==> config.mk <==
export PLATFORM = sky130hd
export DESIGN_NAME = zst_front
export DESIGN_NICKNAME = d
export VERILOG_FILES = /design/src/sv/zst_pkg.sv /design/src/sv/zst_front.sv
export SDC_FILE = /design/constraint.sdc
export NUM_CORES = 1
export LEC_CHECK = 0
export ABC_AREA = 1
export BUFFER_PORTS_ARGS = -buffer_cell sky130_fd_sc_hd__clkbuf_2
export CAP_MARGIN = 40
export CORE_MARGIN = 2
export CORE_UTILIZATION = 35
export DETAILED_ROUTE_END_ITERATION = 7
export GPL_ROUTABILITY_DRIVEN = 1
export GPL_TIMING_DRIVEN = 0
export PLACE_DENSITY = 0.91
export SETUP_SLACK_MARGIN = 0.2
export SKIP_LAST_GASP = 1
export SYNTH_ARGS = -nofsm -noshare
export SYNTH_HDL_FRONTEND = slang
export SYNTH_SLANG_ARGS = --single-unit
==> constraint.sdc <==
create_clock -name vclk -period 1.1
set_input_delay 0.055 -clock vclk [all_inputs]
set_output_delay 0.055 -clock vclk [all_outputs]
set_load 0.05 [all_outputs]
==> src/sv/zst_pkg.sv <==
// ----------------------------------------------------------------------------
// zst_pkg
// Shared types, codes and the pixel deletion test of the thinning core.
// ----------------------------------------------------------------------------
package zst_pkg;

  localparam logic [1:0] OP_WRITE = 2'd0;
  localparam logic [1:0] OP_RUN   = 2'd1;
  localparam logic [1:0] OP_READ  = 2'd2;

  localparam logic [1:0] CFG_COLUMNS = 2'd0;
  localparam logic [1:0] CFG_ROWS    = 2'd1;
  localparam logic [1:0] CFG_LIMIT   = 2'd2;

  localparam int CfgWidth = 9;

  typedef struct packed {
    logic [1:0] operation;
    logic [7:0] row;
    logic [7:0] column;
    logic [7:0] pixel_in;
  } in_item_t;

  typedef struct packed {
    logic [7:0] pixel_out;
    logic [7:0] iterations_done;
  } out_item_t;

  typedef struct packed {
    in_item_t item;
    logic     in_image;
  } cmd_t;

  // p[0]..p[7] hold the ring N, NE, E, SE, S, SW, W, NW
  function automatic logic zst_delete(input logic [7:0] p, input logic second);
    logic [3:0] cnt;
    logic [3:0] trans;
    logic       prod;
    cnt   = 4'd0;
    trans = 4'd0;
    for (int k = 0; k < 8; k++) begin
      cnt = cnt + {3'd0, p[k]};
      if (!p[k] && p[(k + 1) & 7]) begin
        trans = trans + 4'd1;
      end
    end
    if (!second) begin
      prod = (p[0] & p[2] & p[4]) | (p[2] & p[4] & p[6]);
    end else begin
      prod = (p[0] & p[2] & p[6]) | (p[0] & p[4] & p[6]);
    end
    return (cnt >= 4'd2) && (cnt <= 4'd6) && (trans == 4'd1) && !prod;
  endfunction

endpackage

==> src/sv/zst_front.sv <==
// ----------------------------------------------------------------------------
// zst_front
// Accepts items, checks the address against the image size, pushes commands.
// ----------------------------------------------------------------------------
module zst_front import zst_pkg::*; #(
  parameter int DW = 9
) (
  input  logic          in_valid,
  output logic          in_stall,
  input  in_item_t      in_item,
  input  logic [DW-1:0] width,
  input  logic [DW-1:0] height,
  input  logic          q_full,
  output logic          q_push,
  output cmd_t          q_cmd
);

  logic in_image;

  assign in_image = (DW'(in_item.row) < height) && (DW'(in_item.column) < width);
  assign in_stall = q_full;
  assign q_push   = in_valid && !q_full;

  always_comb begin
    q_cmd.item     = in_item;
    q_cmd.in_image = in_image;
  end

endmodule

Word-level counts from Yosys, hierarchy flattened

Cells that the tools add are included.

Flip-flop bits (word level): 0
Input bits: 46
Output and inout port bits: 29

$lt $le $gt $ge: 2
Reductions and logical operators: 3

Operators by type and width:

| cell                                                  | number |
|---|---|
| 8-bit by 9-bit less-than comparator with 1-bit output | 2 |
| 1-bit logical AND                                     | 2 |
| 1-bit logical NOT                                     | 1 |

Depth between registers and ports, before layout

Word-level depth: 2
Depth in mapped cells: 10

Worst setup path after synthesis

Ideal clock, no wire load.

Path type: input to output
Start: input port height[4]
End: output port q_cmd[0] (netlist bit)
Data required time: 1.045 ns
Arrival: 0.940 ns
Buffers on the path: 1
Stages: 10
Path slack: 0.105 ns
Cell sequence: inv_1 -> ha_1 -> nand2_1 -> inv_1 -> nand2_1 -> nand2_1 -> nand2_1 -> nand3_1 -> nor2_1 -> buf_4

Cells in the longest elaborated chain, start to end: 2

Ends and longest elaborated chain:

| element                                               | RTL line        | RTL |
|---|---|---|
| start: declaration                                    | zst_front.sv:12 | `input logic [DW-1:0] height,` |
| 8-bit by 9-bit less-than comparator with 1-bit output | zst_front.sv:20 | `assign in_image = (DW'(in_item.row) < height) && (DW'(in_item.column) < width);` |
| 1-bit logical AND                                     | zst_front.sv:20 |  |
| end: declaration                                      | zst_front.sv:15 | `output cmd_t q_cmd` |

Every way passes these cells.

Worst setup path in the final report

Start: input port width[2]
End: output port q_cmd[0] (netlist bit)

Cells in the longest elaborated chain, start to end: 2

Ends and longest elaborated chain:

| element                                               | RTL line        | RTL |
|---|---|---|
| start: declaration                                    | zst_front.sv:11 | `input logic [DW-1:0] width,` |
| 8-bit by 9-bit less-than comparator with 1-bit output | zst_front.sv:20 |  |
| 1-bit logical AND                                     | zst_front.sv:20 |  |

Every way passes these cells.

==> flow_metrics.tcl <==
set metrics [dict create \
    power_frac_seq 0 \
    violations "setup timing" \
    drive_gt1_frac 0.754 \
    wl_um 1850 \
    final_util 0.744 \
    max_freq_ghz 0.835 \
    syn_area_um2 657 \
    nFlopsAndLatches 0 \
    area_growth_pct 97.7 \
    synth.largest_area_cell "buf_4" \
    worstSetupEndpointType "primary output" \
    synth_nets 170 \
    maxSlewHeadroom 0.811 \
    drc 0 \
    nClkBuffers 0 \
    p_sw_w 0.000406 \
    synthMuxAreaShare 0 \
    diodes 0 \
    swShare 0.572 \
    slowest_delay_ns 0.26 \
    synth-simple-area-share 0.219 \
    dp_hpwl_um 1600 \
    hold_depth 2 \
    synth_seq_area_share 0 \
    ioPinCount 75 \
    antenna_found_initial 0 \
    clkPwrFrac 0 \
    row_count 15 \
    die_width_um 47.3 \
    ant_nets 0 \
    worstSetupPathDepth 10 \
    grt_max_degree 3 \
    nNetsFinal 237 \
    avgSynthCellArea_um2 5.97 \
    synth_top_family_by_area "buffers and inverters" \
    critPathKind "input pin to primary output" \
    path_buf_inv 4 \
    crit_path_top_delay_cell "ha_4" \
    arrival_ns 1.14 \
    start_util 0.376 \
    yosys_warnings 0 \
    ir_worst_vdd_mv 0.277 \
    core_area_um2 1750 \
    grt_usage 0.154 \
    setup-tns-final_ns -0.0974 \
    regArea_um2 0 \
    finalPower_w 0.000709 \
    syn_inst 110 \
    drt-initial-drc-count 6 \
    routabilityCongestion 0.624 \
    io_buffer_count 65 \
    synth_compound_area_frac 0.0400 \
    wire_per_inst_um 9.26 \
    first_global_vias 698 \
    finalHoldViolCount 0 \
    hold_class "input pin to primary output" \
    synth_most_common_cell "buf_4" \
    intPower_w 0.000303 \
    die-area_um2 2240 \
    finalCriticalPeriod_ns 1.20 \
    instances_no_fill 200 \
    setup_viol 1 \
    cap_violations 0 \
    cp_data_required_time_ns 1.04 \
    vias 812 \
    die_h_um 47.3 \
    min_to "q_cmd[2]" \
    netlist_top_cells_count "buf_4, inv_1, nand2_1" \
    p_comb_frac 1.000 \
    synth_fa_ha_area_frac 0.267 \
    timing.final.crit_share 1.09 \
    drt-pass1-iter-count 4 \
    synth.top_cells.by_area "buf_4, ha_1, inv_1, nand2_1, nor2_1" \
    pre_cts_ws_ns -0.262 \
    grt_pass1_wl_um 2560 \
    routed_via_density 4.06 \
    power.density_nw_per_um2 546 \
    worst_setup_path_start_kind "input pin" \
    status "finished, violations left" \
    crit_family "simple AND/OR/NAND/NOR gates" \
    cts-hold-fix-buffers 0 \
    cp_cell_sequence "clkbuf_2, inv_4, ha_4, nand2_1, nor2_1, nand3_1, nand3_2, nor2_2, buf_6, clkbuf_16" \
    hold_start "in_item[1]" \
    synth.top_cell.area_share 0.320 \
    dp_cells 200 \
    synth_xor_area_frac 0 \
    drv_slew 0 \
    gr-total-overflow 0 \
    rsz0062_at_grt "true" \
    path_max_fanout 2 \
    worst_slew_pin_slew_ns 0.285 \
    leakage_nw 0.784 \
    synthDistinctLibCells 8 \
    finalWorstSetupSlack_ns -0.0974 \
]
## cell usage in the layout (no fill, tap or decap), types with 3 or more instances in the layout
cell type and instances:
buf_4 27, buf_6 4, clkbuf_2 58, ha_1 4
ha_4 10, inv_1 16, inv_2 7, inv_4 3
nand2_1 15, nand2_2 7, nor2_1 5, nor2_2 4
## through the flow
step / instance area (um2) / hold slack [ns]
after CTS: 1240 / 0.439
final: 1300 / 0.437
after floorplan: 811 / 0.277
after global routing: 1300 / 0.442
after detailed placement: 1170 / 0.438
after global placement: 1170 / 0.439
## power by group through the flow
stage	clock, W	combinational [W]	sequential, W
floorplan	0	0.000453	0
global placement	0	0.000601	0
detailed placement	0	0.000626	0
CTS	0	0.000674	0
global route	0	0.000764	0
finish	0	0.000709	0
## kinds of logic (layout without fill, tap and decap cells)
kind of cell,after synthesis,count (layout)
adders and majority gates,14,14
and+or+nand+nor,37,37
buffers and inverters,55,120
AOI/OAI and AO/OA,4,4
## metal layers
metal / track usage / wire length [um] / vias up
met2: 0.370 / 1150 / 43
met5: 0 / 0 / -
met3: 0 / 139 / 0
met4: 0 / 0 / 0
met1: 0.139 / 560 / 341
li1: - / - / 428
## cell type report
| type | count | area, um2 |
|---|---|---|
| multi-input combinational | 55 | 531 |
| fill | 141 | 447 |
| timing repair buffer | 65 | 402 |
| buffer | 28 | 214 |
| inverter | 27 | 121 |
| tap | 25 | 31.3 |
## worst max-delay path by stage
stage | startpoint | endpoint | slack [ns]
final | width[2] | q_cmd[0] | -0.1
after CTS | in_item[20] | q_cmd[0] | -0.09
after detailed placement | height[2] | q_cmd[0] | -0.26
after global routing | width[4] | q_cmd[0] | -0.16
after floorplan | height[2] | q_cmd[0] | 0.19
after global placement | height[2] | q_cmd[0] | -0.26
## repair_timing
item                                   in CTS  in global routing
setup endpoints to repair                   1                  1
gates cloned                                0                  0
gates resized for setup                    13                 19
pin swaps                                   8                 17
endpoints found under the hold margin       0                  0
setup buffers                               0                  0
No activity file was read; power rests on OpenSTA's default activity.
