**config.mk**
```make
export PLATFORM = sky130hd
export DESIGN_NAME = zst_queue
export DESIGN_NICKNAME = d
export VERILOG_FILES = /design/src/sv/zst_pkg.sv /design/src/sv/zst_queue.sv
export SDC_FILE = /design/constraint.sdc
export NUM_CORES = 1
export LEC_CHECK = 0
export CAP_MARGIN = 20
export CORE_MARGIN = 4
export CORE_UTILIZATION = 50
export CTS_BUF_LIST = sky130_fd_sc_hd__clkbuf_4 sky130_fd_sc_hd__clkbuf_8
export DETAILED_ROUTE_END_ITERATION = 6
export DONT_BUFFER_PORTS = 1
export PLACE_DENSITY = 0.63
export SLEW_MARGIN = 20
export SYNTH_ARGS = -nofsm -noshare
export SYNTH_HDL_FRONTEND = slang
export SYNTH_SLANG_ARGS = --single-unit
```
**constraint.sdc**
```tcl
create_clock -name clk -period 4.35 [get_ports clk]
set_clock_uncertainty 0.2 [all_clocks]
set_input_delay 0.435 -clock clk [delete_from_list [all_inputs] [get_ports clk]]
set_output_delay 0.435 -clock clk [all_outputs]
set_load 0.01 [all_outputs]
```
**src/sv/zst_pkg.sv**
```systemverilog
// ----------------------------------------------------------------------------
// zst_pkg
// Shared types, codes and the pixel deletion test of the thinning core.
// ----------------------------------------------------------------------------
package zst_pkg;

  localparam logic [1:0] OP_WRITE = 2'd0;
  localparam logic [1:0] OP_RUN   = 2'd1;
  localparam logic [1:0] OP_READ  = 2'd2;

  localparam logic [1:0] CFG_COLUMNS = 2'd0;
  localparam logic [1:0] CFG_ROWS    = 2'd1;
  localparam logic [1:0] CFG_LIMIT   = 2'd2;

  localparam int CfgWidth = 9;

  typedef struct packed {
    logic [1:0] operation;
    logic [7:0] row;
    logic [7:0] column;
    logic [7:0] pixel_in;
  } in_item_t;

  typedef struct packed {
    logic [7:0] pixel_out;
    logic [7:0] iterations_done;
  } out_item_t;

  typedef struct packed {
    in_item_t item;
    logic     in_image;
  } cmd_t;

  // p[0]..p[7] hold the ring N, NE, E, SE, S, SW, W, NW
  function automatic logic zst_delete(input logic [7:0] p, input logic second);
    logic [3:0] cnt;
    logic [3:0] trans;
    logic       prod;
    cnt   = 4'd0;
    trans = 4'd0;
    for (int k = 0; k < 8; k++) begin
      cnt = cnt + {3'd0, p[k]};
      if (!p[k] && p[(k + 1) & 7]) begin
        trans = trans + 4'd1;
      end
    end
    if (!second) begin
      prod = (p[0] & p[2] & p[4]) | (p[2] & p[4] & p[6]);
    end else begin
      prod = (p[0] & p[2] & p[6]) | (p[0] & p[4] & p[6]);
    end
    return (cnt >= 4'd2) && (cnt <= 4'd6) && (trans == 4'd1) && !prod;
  endfunction

endpackage

```
**src/sv/zst_queue.sv**
```systemverilog
// ----------------------------------------------------------------------------
// zst_queue
// Two-entry command queue between the front and the execution back end.
// ----------------------------------------------------------------------------
module zst_queue import zst_pkg::*; (
  input  logic clk,
  input  logic rst_n,
  input  logic push,
  input  cmd_t push_cmd,
  output logic full,
  output logic q_valid,
  output cmd_t q_cmd,
  input  logic pop
);

  cmd_t       ent_r [2];
  logic       wp_r, wp_nxt;
  logic       rp_r, rp_nxt;
  logic [1:0] cnt_r, cnt_nxt;

  assign full    = (cnt_r == 2'd2);
  assign q_valid = (cnt_r != 2'd0);
  assign q_cmd   = ent_r[rp_r];

  always_comb begin
    wp_nxt  = wp_r ^ push;
    rp_nxt  = rp_r ^ pop;
    cnt_nxt = cnt_r + {1'b0, push} - {1'b0, pop};
  end

  always_ff @(posedge clk) begin
    if (!rst_n) begin
      wp_r  <= 1'b0;
      rp_r  <= 1'b0;
      cnt_r <= 2'd0;
    end else begin
      wp_r  <= wp_nxt;
      rp_r  <= rp_nxt;
      cnt_r <= cnt_nxt;
    end
  end

  always_ff @(posedge clk) begin
    if (push) begin
      ent_r[wp_r] <= push_cmd;
    end
  end

endmodule

```
### Word level (Yosys, flattened, before mapping)

Memories as Yosys holds them, arrays and structs flattened. A register that Yosys moved wholly into a read port is not among the register bits.
Cells that the tools add are included.

| cells by class | value |
|---|---|
| bitwise operators | 2 |
| muxes and demuxes | 3 |
| reductions and logical operators | 1 |
| $add $sub $neg | 2 |
| equality and inequality tests | 1 |

Operator list:

| kind | count |
|---|---|
| 1-bit 2-to-1 mux | 3 |
| 2-bit by 1-bit adder with 2-bit output | 1 |
| 2-bit equality test (second input constant) | 1 |
| 2-bit nonzero test | 1 |
| 2-bit by 1-bit subtractor with 2-bit output | 1 |
| 1-bit bitwise XOR | 2 |

| storage, ports and cells | value |
|---|---|
| logic and storage cells | 13 |
| bits in writable memories | 54 |
| register bits | 4 |
| input bits | 31 |
| memories kept | 1 |
| output and inout port bits | 29 |

Memories:

| memory | words | bits a word | rd ports | clocked after memory_dff | wr ports | line | text |
|---|---|---|---|---|---|---|---|
| ent_r | 2 | 27 | 1 | 1 | 1 | zst_queue.sv:16 | `cmd_t ent_r [2];` |

### Logic depth before layout (Yosys ltp)

Gate-level depths: netlist of the first run.

| depth | value |
|---|---|
| depth in word-level cells | 2 |
| gate-level depth with buffers | 6 |
| mapped depth without buffers | 6 |

### Worst setup path after synthesis of the first run

Ideal clock, no wire load.

| path | value |
|---|---|
| kind | input to register |
| from | input port push |
| to | memory ent_r[0][0] (netlist bit) (enable) |
| setup slack | 2.612 ns |
| stages on the path | 1 |
| data arrival time | 1.152 ns |
| data required time | 3.764 ns |
| library setup time | 0.386 ns |
| buffers on the path | 0 |
| path through | ha_1 |

| on the way | value |
|---|---|
| longest elaborated chain between the ends | 2 |

RTL lines:

| element | line | text |
|---|---|---|
| start: declaration | zst_queue.sv:8 | `input logic push,` |
| 1-bit 2-to-1 mux | zst_queue.sv:44 | `if (push) begin` |
| 1-bit 2-to-1 mux (implied by the code) | zst_queue.sv:45 | `ent_r[wp_r] <= push_cmd;` |
| end: declaration | zst_queue.sv:16 |  |

Every way passes these cells.

==> results of run 1 <==
[sequential cells by signal (all words and copies together) (netlist names), named ones only]
signal and flops:
rp_r 1, cnt_r 2, ent_r 54, wp_r 1
[metal layers]
layer	GRT usage	up-vias	wire length [um]
met5	0	-	0
met4	0.09903	0	90
met3	0.06596	10	302
met2	0.2128	48	1822
met1	0.1395	509	1300
li1	-	473	-
[worst max path at each step]
stage | startpoint | endpoint | slack (ns) | depth (start not counted)
6_report | register | q_cmd[1] | 2.05 | 1
3_5_place_dp | register | q_cmd[0] | 2.37 | 1
5_1_grt | register | q_cmd[26] | 1.96 | 1
2_1_floorplan | push | ent_r[0][0] | 2.61 | 1
3_3_place_gp | register | q_cmd[1] | 2.39 | 1
4_1_cts | register | q_cmd[1] | 2.01 | 1
[per-stage QoR]
stage,area (um^2),total power (uW)
2_1_floorplan,2288,799.1
3_3_place_gp,2318,807.6
3_5_place_dp,2318,813.4
4_1_cts,2748,1237
5_1_grt,2748,1274
6_report,2748,1221
[Yosys cell counts]
master and instances:
or2_2 1, xor2_1 1, mux2_4 20, buf_6 1, nor2b_1 3, ha_1 4
inv_1 3, and2_1 3, dfxtp_1 5, edfxtp_1 54, buf_12 2, xnor3_1 1
mux2_2 7
[kinds of logic after synthesis]
| family | synth area share |
|---|---|
| and+or+nand+nor | 0.01914 |
| xor gates and xnor gates | 0.01367 |
| adders and majority gates | 0.02187 |
| muxes | 0.1657 |
| DFF | 0.7523 |
| buffers and inverters | 0.02734 |
[power groups by stage]
stage / Sequential [uW] / Clock (uW) / Combinational (uW)
4_1_cts: 686 / 412 / 138
3_3_place_gp: 695 / 0 / 112
2_1_floorplan: 682 / 0 / 117
5_1_grt: 689 / 437 / 148
6_report: 685 / 400 / 135
3_5_place_dp: 699 / 0 / 115
[layout make-up]
type | count | area (um^2) | area share
clock buffer | 11 | 138.9 | 0.05055
clock inverter | 5 | 20.02 | 0.007286
inverter | 3 | 11.26 | 0.004098
multi-input combinational | 40 | 504.2 | 0.1835
sequential | 59 | 1723 | 0.6270
tap | 52 | 65.06 | 0.02368
timing repair buffer | 29 | 285.3 | 0.1038
==> flow_summary.yaml, run 1 <==
synthesis:
  yosysSeqAreaShare: 0.7523
  synth.distinct_cells: 13
  synthesis.area_um2: 2288
  synth_top_area_frac: 0.7086
  syn_inst: 105
  syn_avg_cell_area_um2: 21.79
  synthTopCellsByArea: "edfxtp_1, mux2_4, dfxtp_1"
  synth-seq-cells: 59
  yosys.area.top_type: "edfxtp_1"
  synth-warning-count: 0
  syn-num-nets: 140
grt:
  grt_start_max_net_pins: 28
  grt_pass1_vias: 1090
  grt_first_pass_wirelength_mm: 5.133
  overflow: 0
  antenna_found_initial: 0
  grt_usage: 0.1352
pwr:
  seqPwrFrac: 0.561
  p_int_uw: 948.8
  p_sw_frac: 0.2226
  p_switching_uw: 271.7
  power_leakage_uw: 0.001010
  comb_power_share: 0.111
  irDropWorstVdd_mv: 0.2349
  clkPwrFrac: 0.328
  power_density_nw_per_um2: 444.2
drt:
  drtIter0Drc: 53
  dr.pass1.iters: 6
  wire_per_inst_um: 17.67
  final_antenna_net_count: 0
  totalWireLength_mm: 3.516
  viasPerCell: 5.226
  via_count: 1040
  drc: 0
layout:
  layout-drive-gt1-share: 0.2925
  num_antenna_cells: 0
  nets: 177
  areaGrowthSynthToFinish_pct: 20.07
  fillCellCount: 311
  fin_cells: 199
  final_common_cell: "edfxtp_1"
  layout_common_cells: "edfxtp_1, dlygate4sd3_1, mux2_4, clkbuf_8, mux2_2"
  final_util: 0.6267
clock_network:
  cts_tree: "built"
  path_clk_slew_ns: 0.06
  clkLatencyLatePin_ns: 0.32
  hold_buffers: 27
  cts_setup_buffers: 0
  cts-root-buf: "clkbuf_8"
  htree_levels: 3
  cts_resized: 0
  numCtsBuffers: 9
  ctsLongestPathBuffers: 2
  cts_num_sinks: 59
worst_setup_path:
  crit_slowest_cell: "dfxtp_2"
  r2r_start: "wp_r"
  crit_chain: "mux2_2"
  start_kind: "register"
  arrival_ns: 1.66
  r2r_end: "ent_r[0][2]"
  crit_fanout: 27
  crit_family: "flip-flops"
  reg2reg_setup_slack_ns: 2.55
  cp_num_buf_inv: 0
  slowest_delay_ns: 0.87
  crit_path_end_kind: "output pin"
  worst_r2r_path_depth: 3
  cp.required_ns: 3.71
  critical_path_class: "reg -> out"
floorplanning:
  ios: 60
  die_height_um: 75.65
  core-area_um2: 4384
  start_util: 0.5220
  die_w_um: 75.65
  rows: 24
  dieArea_um2: 5723
timing:
  tns_ns: 0
  rsz0062_at_grt: "false"
  period_share: 0.5277
  slew_viol_final: 0
  hold_slack_ns: 0.03126
  relSlewSlack: 0.4456
  worst_slew_pin_slew_ns: 0.8315
  max_freq_mhz: 435.7
  min_period_ns: 2.295
  setup_ws_ns: 2.055
  setup_viol: 0
  hold_viol_final: 0
job:
  cap_violations: 0
worst_hold_path:
  hp-class: "in -> reg"
  min_path_cells: 1
  hold_path.startpoint: "rst_n"
run_status:
  status: "complete, no violations"
placement:
  pre_cts_ws_ns: 2.375
  placed_cells: 156
  place.gp.congestion: 0.6015
  io_buffers: 0
(Power assumes the default switching activity.)
==> run 2: changes to the inputs <==
Settings changed: PLACE_DENSITY 0.63 to 0.66.
Clock period 4.35 ns to 2.1 ns, I/O delays scaled along.
==> run 2 against run 1 <==
Compared with the run above: clock power rose by 110%; sequential share of layout area is 1.7 points lower; clock-buffer cell count is the same; critical path depth rose by 5; design area is 2.7% higher; sequential power is 110% higher; hold slack improved by 0.0047 ns; flip-flop and latch count unchanged; final cell count rose by 3.5%; first-iteration DRC count up 51%; largest power group unchanged; highest routed layer unchanged.
==> flow_summary.yaml, run 2 (same netlist as run 1, synthesis figures left out) <==
clock_network:
  htree_levels: 3
  cts_resized: 0
  ctsLongestPathBuffers: 2
  cts_tree: "built"
  cts_setup_buffers: 0
  cts_num_sinks: 59
  path_clk_slew_ns: 0.06
  clkLatencyLatePin_ns: 0.32
  cts-root-buf: "clkbuf_8"
  numCtsBuffers: 9
floorplanning:
  die_height_um: 75.65
  start_util: 0.5220
  ios: 60
  rows: 24
  die_w_um: 75.65
  core-area_um2: 4384
  dieArea_um2: 5723
timing:
  setup_ws_ns: 0.1112
  hold_viol_final: 0
  period_share: 0.9471
  relSlewSlack: 0.7654
  setup_viol: 0
  slew_viol_final: 0
  worst_slew_pin_slew_ns: 0.3519
  tns_ns: 0
  max_freq_mhz: 502.8
  rsz0062_at_grt: "false"
  min_period_ns: 1.989
grt:
  grt_start_max_net_pins: 18
  overflow: 0
  grt_usage: 0.1437
  grt_pass1_vias: 1113
  grt_first_pass_wirelength_mm: 5.547
  antenna_found_initial: 0
drt:
  wl_met1_mm: 1.316
  dr.max_layer_used: "met4"
  met3WireLength_um: 304
  final_antenna_net_count: 0
  via_count: 1045
  drtIter0Drc: 80
  viasPerCell: 5.073
  totalWireLength_mm: 3.693
  drc: 0
  dr.pass1.iters: 4
  dr_wl_met2_mm: 2.017
  wire_per_inst_um: 17.93
placement:
  pre_cts_ws_ns: 0.5807
  place.gp.congestion: 0.6884
  io_buffers: 0
  place_hpwl_mm: 2.379
pwr:
  irDropWorstVdd_mv: 0.5564
  power_density_nw_per_um2: 900.8
  power_leakage_uw: 0.001047
worst_setup_path:
  critical_path_class: "reg -> reg"
  cp.required_ns: 2.11
  start_kind: "register"
  arrival_ns: 2.00
  crit_path_end_kind: "register"
  crit_fanout: 3
run_status:
  status: "complete, no violations"
layout:
  layout_common_cells: "edfxtp_1, dlygate4sd3_1, mux2_4, clkbuf_8, mux2_2"
  areaGrowthSynthToFinish_pct: 23.35
  layout-drive-gt1-share: 0.2987
  top_regs: "ent_r: 54 flops, cnt_r: 2 flops"
  final_common_cell: "edfxtp_1"
  fillCellCount: 320
  regMostFlops: "ent_r"
  largest_register_ffs: 54
  nets: 184
  num_antenna_cells: 0
worst_hold_path:
  hp-class: "in -> reg"
job:
  cap_violations: 0
run 2: cell count changes in the layout (fill, tap and decap cells not counted), sizes merged:
cell / change
buf: +3
dlygate4sd3: +4
run 2: timing repair:
item / 4_1_cts / 5_1_grt
endpoints found under the hold margin: 59 / 0
endpoints found under the setup margin: 0 / 0
hold buffers: 31 / 0
run 2: final cells by class:
| class | count | area [um^2] | share of cell area |
|---|---|---|---|
| well taps | 52 | 65.06 | 0.02305 |
| clock buffers | 11 | 138.9 | 0.04920 |
| flip-flops and latches | 59 | 1723 | 0.6104 |
| repair buffers | 36 | 360.3 | 0.1277 |
| inverters | 3 | 11.26 | 0.003989 |
| clock inverters | 5 | 20.02 | 0.007092 |
| multi-input cells | 40 | 504.2 | 0.1786 |
run 2: worst max-delay path: stages, from the launching register on:
cell and delay, ns:
dfxtp_1 0.37, inv_1 0.05, ha_1 0.26, inv_1 0.04, ha_1 0.26, and2_1 0.15
dlygate4sd3_1 0.54
run 2: through the flow:
step | utilization | std cells | cell area [um^2] | power [uW] | hold slack [ns]
floorplan | - | 105 | 2288 | 1655 | 0.1089
finish | 0.6438 | 206 | 2823 | 2543 | 0.03600
global placement | 0.5368 | 159 | 2354 | 1681 | 0.1090
CTS | 0.6438 | 206 | 2823 | 2582 | 0.01724
global route | 0.6438 | 206 | 2823 | 2660 | 0.03982
detailed placement | 0.5368 | 159 | 2354 | 1695 | 0.1089
run 2: report_power, final:
part | internal [uW] | switching, uW | total, uW
logic | 175 | 141 | 316
clock network | 436 | 385 | 821
registers | 1370 | 35.7 | 1410
total | 1980 | 562 | 2540
run 2: final timing paths:
kind	slack (ns)	startpoint	to	depth (start not counted)
worst max-delay path	0.11	cnt_r[0]	cnt_r[0]	6
worst min-delay path	0.04	push	cnt_r[1]	3
worst max register to register	0.11	cnt_r[0]	cnt_r[0]	6
worst min register to register	0.35	wp_r	wp_r	3
run 2: routing by layer:
layer  vias to the layer above  track usage
met5                         -            0
met4                         0      0.08155
met3                         6      0.06728
met2                        40       0.2464
met1                       513       0.1422
li1                        486            -
==> run 3: changes to the inputs <==
Settings changed: ABC_AREA set to 1.
==> run 3 against run 2 <==
Compared with the run above: fmax increased by 0.92%; total power increased by 15%; synthesized cell count increased by 7.6%; routed wire length increased by 4.1%; global-route usage increased by 1.0 points; final cell count increased by 4.9%; non-clock buffer count increased by 2; core utilization increased by 2.1 points; critical endpoint unchanged.
==> flow_summary.yaml, run 3 <==
clock_network:
  htree_levels: 3
  numCtsBuffers: 9
  cts-root-buf: "clkbuf_8"
  hold_buffers: 31
  path_clk_slew_ns: 0.06
  cts_resized: 0
  ctsLongestPathBuffers: 2
  clkLatencyLatePin_ns: 0.32
  cts_tree: "built"
  cts_setup_buffers: 0
  cts_num_sinks: 59
drt:
  drc: 0
  drtIter0Drc: 31
  final_antenna_net_count: 0
  totalWireLength_mm: 3.843
  viasPerCell: 5.102
  dr.pass1.iters: 6
  via_count: 1102
  wire_per_inst_um: 17.79
placement:
  place.gp.congestion: 0.6850
  io_buffers: 0
  place_hpwl_mm: 2.669
  placed_area_um2: 2357
layout:
  design_area_um2: 2913
  layout-drive-gt1-share: 0.2988
  num_antenna_cells: 0
  top_regs: "ent_r: 54 flops, cnt_r: 2 flops"
  largest_register_ffs: 54
  fillCellCount: 317
  nets: 194
  final_common_cell: "edfxtp_1"
  regMostFlops: "ent_r"
  layout_common_cells: "edfxtp_1, dlygate4sd3_1, mux2_4, clkbuf_8"
  areaGrowthSynthToFinish_pct: 27.49
worst_hold_path:
  hp-class: "in -> reg"
grt:
  grt_start_max_net_pins: 14
  overflow: 0
  grt_first_pass_wirelength_mm: 5.823
  antenna_found_initial: 0
  grt_usage: 0.1537
  grt_pass1_vias: 1184
worst_setup_path:
  start_kind: "primary input"
  crit_slowest_cell: "dlygate4sd3_1"
  cp.required_ns: 2.13
  arrival_ns: 2.00
  crit_family: "buffers and inverters"
  cp_num_buf_inv: 4
  crit_chain: "dlygate4sd3_1, ha_1, inv_1, ha_1, nand2_1, dlygate4sd3_1, inv_1"
  slowest_delay_ns: 0.54
  critical_path_class: "in -> reg"
  crit_fanout: 2
  crit_path_end_kind: "register"
pwr:
  irDropWorstVdd_mv: 0.6708
  power_leakage_uw: 0.001103
  power_density_nw_per_um2: 1001
timing:
  setup_viol: 0
  max_freq_mhz: 507.5
  period_share: 0.9384
  rsz0062_at_grt: "false"
  min_period_ns: 1.971
  hold_viol_final: 0
  tns_ns: 0
  worst_slew_pin_slew_ns: 0.3773
  hold_slack_ns: 0.1616
  relSlewSlack: 0.7485
  slew_viol_final: 0
run_status:
  status: "complete, no violations"
synthesis:
  synthTopCellsByArea: "edfxtp_1, mux2_4, dfxtp_1"
  yosys_most_used_dff: "edfxtp_1"
  yosys.area.top_type: "edfxtp_1"
  syn-num-nets: 148
  synth_top_area_frac: 0.7097
  synthesis.area_um2: 2285
  async_flop_share: 0
  synth-warning-count: 0
  synth-edff-count: 54
  synth.distinct_cells: 13
  yosys-top-cells-count: "edfxtp_1, mux2_4, inv_1, mux2_2"
  syn_avg_cell_area_um2: 20.22
  synth-seq-cells: 59
  yosysSeqAreaShare: 0.7536
  synth.most_common_cell: "edfxtp_1"
  syn_inst: 113
floorplanning:
  start_util: 0.5211
  ios: 60
  dieArea_um2: 5715
  die_height_um: 75.60
  die_w_um: 75.60
  core-area_um2: 4384
  rows: 24
job:
  cap_violations: 0
[run 3: changes by cell type after synthesis, moves of 3 or more]
cell and delta:
nor2_1 +5, and2_1 -3, inv_1 +4, nor2b_1 -3, nand2_1 +5
[run 3: logic make-up after synthesis]
kind of cell / after synthesis / share of synthesized area
buffers and inverters: 10 / 0.03396
adder cells (fa/ha/maj): 4 / 0.02191
multiplexers: 27 / 0.1659
AO/OA/AOI/OAI: 1 / 0.002188
flip-flops: 59 / 0.7536
AND/OR/NAND/NOR: 11 / 0.01862
XOR/XNOR: 1 / 0.003834
[run 3: routing by layer]
metal	up-vias	global-route usage	part of all wire
li1	514	-	-
met5	-	0	0
met2	45	0.2531	0.52
met3	10	0.08839	0.075
met4	0	0.06990	0.027
met1	533	0.1586	0.37
[run 3: worst paths after layout]
| check | start | cells past startpoint | endpoint | slack, ns |
|---|---|---|---|---|
| min | push | 5 | cnt_r[1] | 0.16 |
| max | pop | 7 | cnt_r[0] | 0.13 |
| min reg2reg | rp_r | 2 | register | 0.33 |
| max reg2reg | cnt_r[0] | 7 | cnt_r[0] | 0.18 |
[run 3: area by class of cell]
type                       instances  area [um^2]  area share
inverter                           7        26.28    0.009021
sequential                        59         1723      0.5915
timing repair buffer              38        377.9      0.1297
tap                               52        65.06     0.02234
clock buffer                      10        131.4     0.04510
multi-input combinational         44        485.5      0.1667
clock inverter                     6        103.9     0.03565
[run 3: through the flow]
step | utilization | power [uW] | worst slack (ns) | std cells
after floorplan | - | 1636 | 0.4602 | 113
after global placement | 0.5377 | 1664 | 0.5860 | 168
after detailed placement | 0.5377 | 1682 | 0.5765 | 168
after CTS | 0.6621 | 2947 | 0.1661 | 215
after global routing | 0.6644 | 3039 | 0.07906 | 216
final | 0.6644 | 2916 | 0.1294 | 216
[run 3: power by group]
group | switching [uW] | leakage (uW) | internal (uW)
Sequential | 31.2 | 0.000549 | 1370
Clock | 413 | 0.000121 | 793
Combinational | 150 | 0.000434 | 162
[run 3: worst min-delay path: cells and delay by family]
| kind | cells | cell delay [ns] |
|---|---|---|
| buffers and inverters | 1 | 0.05 |
| AO/OA/AOI/OAI | 1 | 0.07 |
| AND/OR/NAND/NOR | 2 | 0.18 |
| adder cells (fa/ha/maj) | 1 | 0.14 |
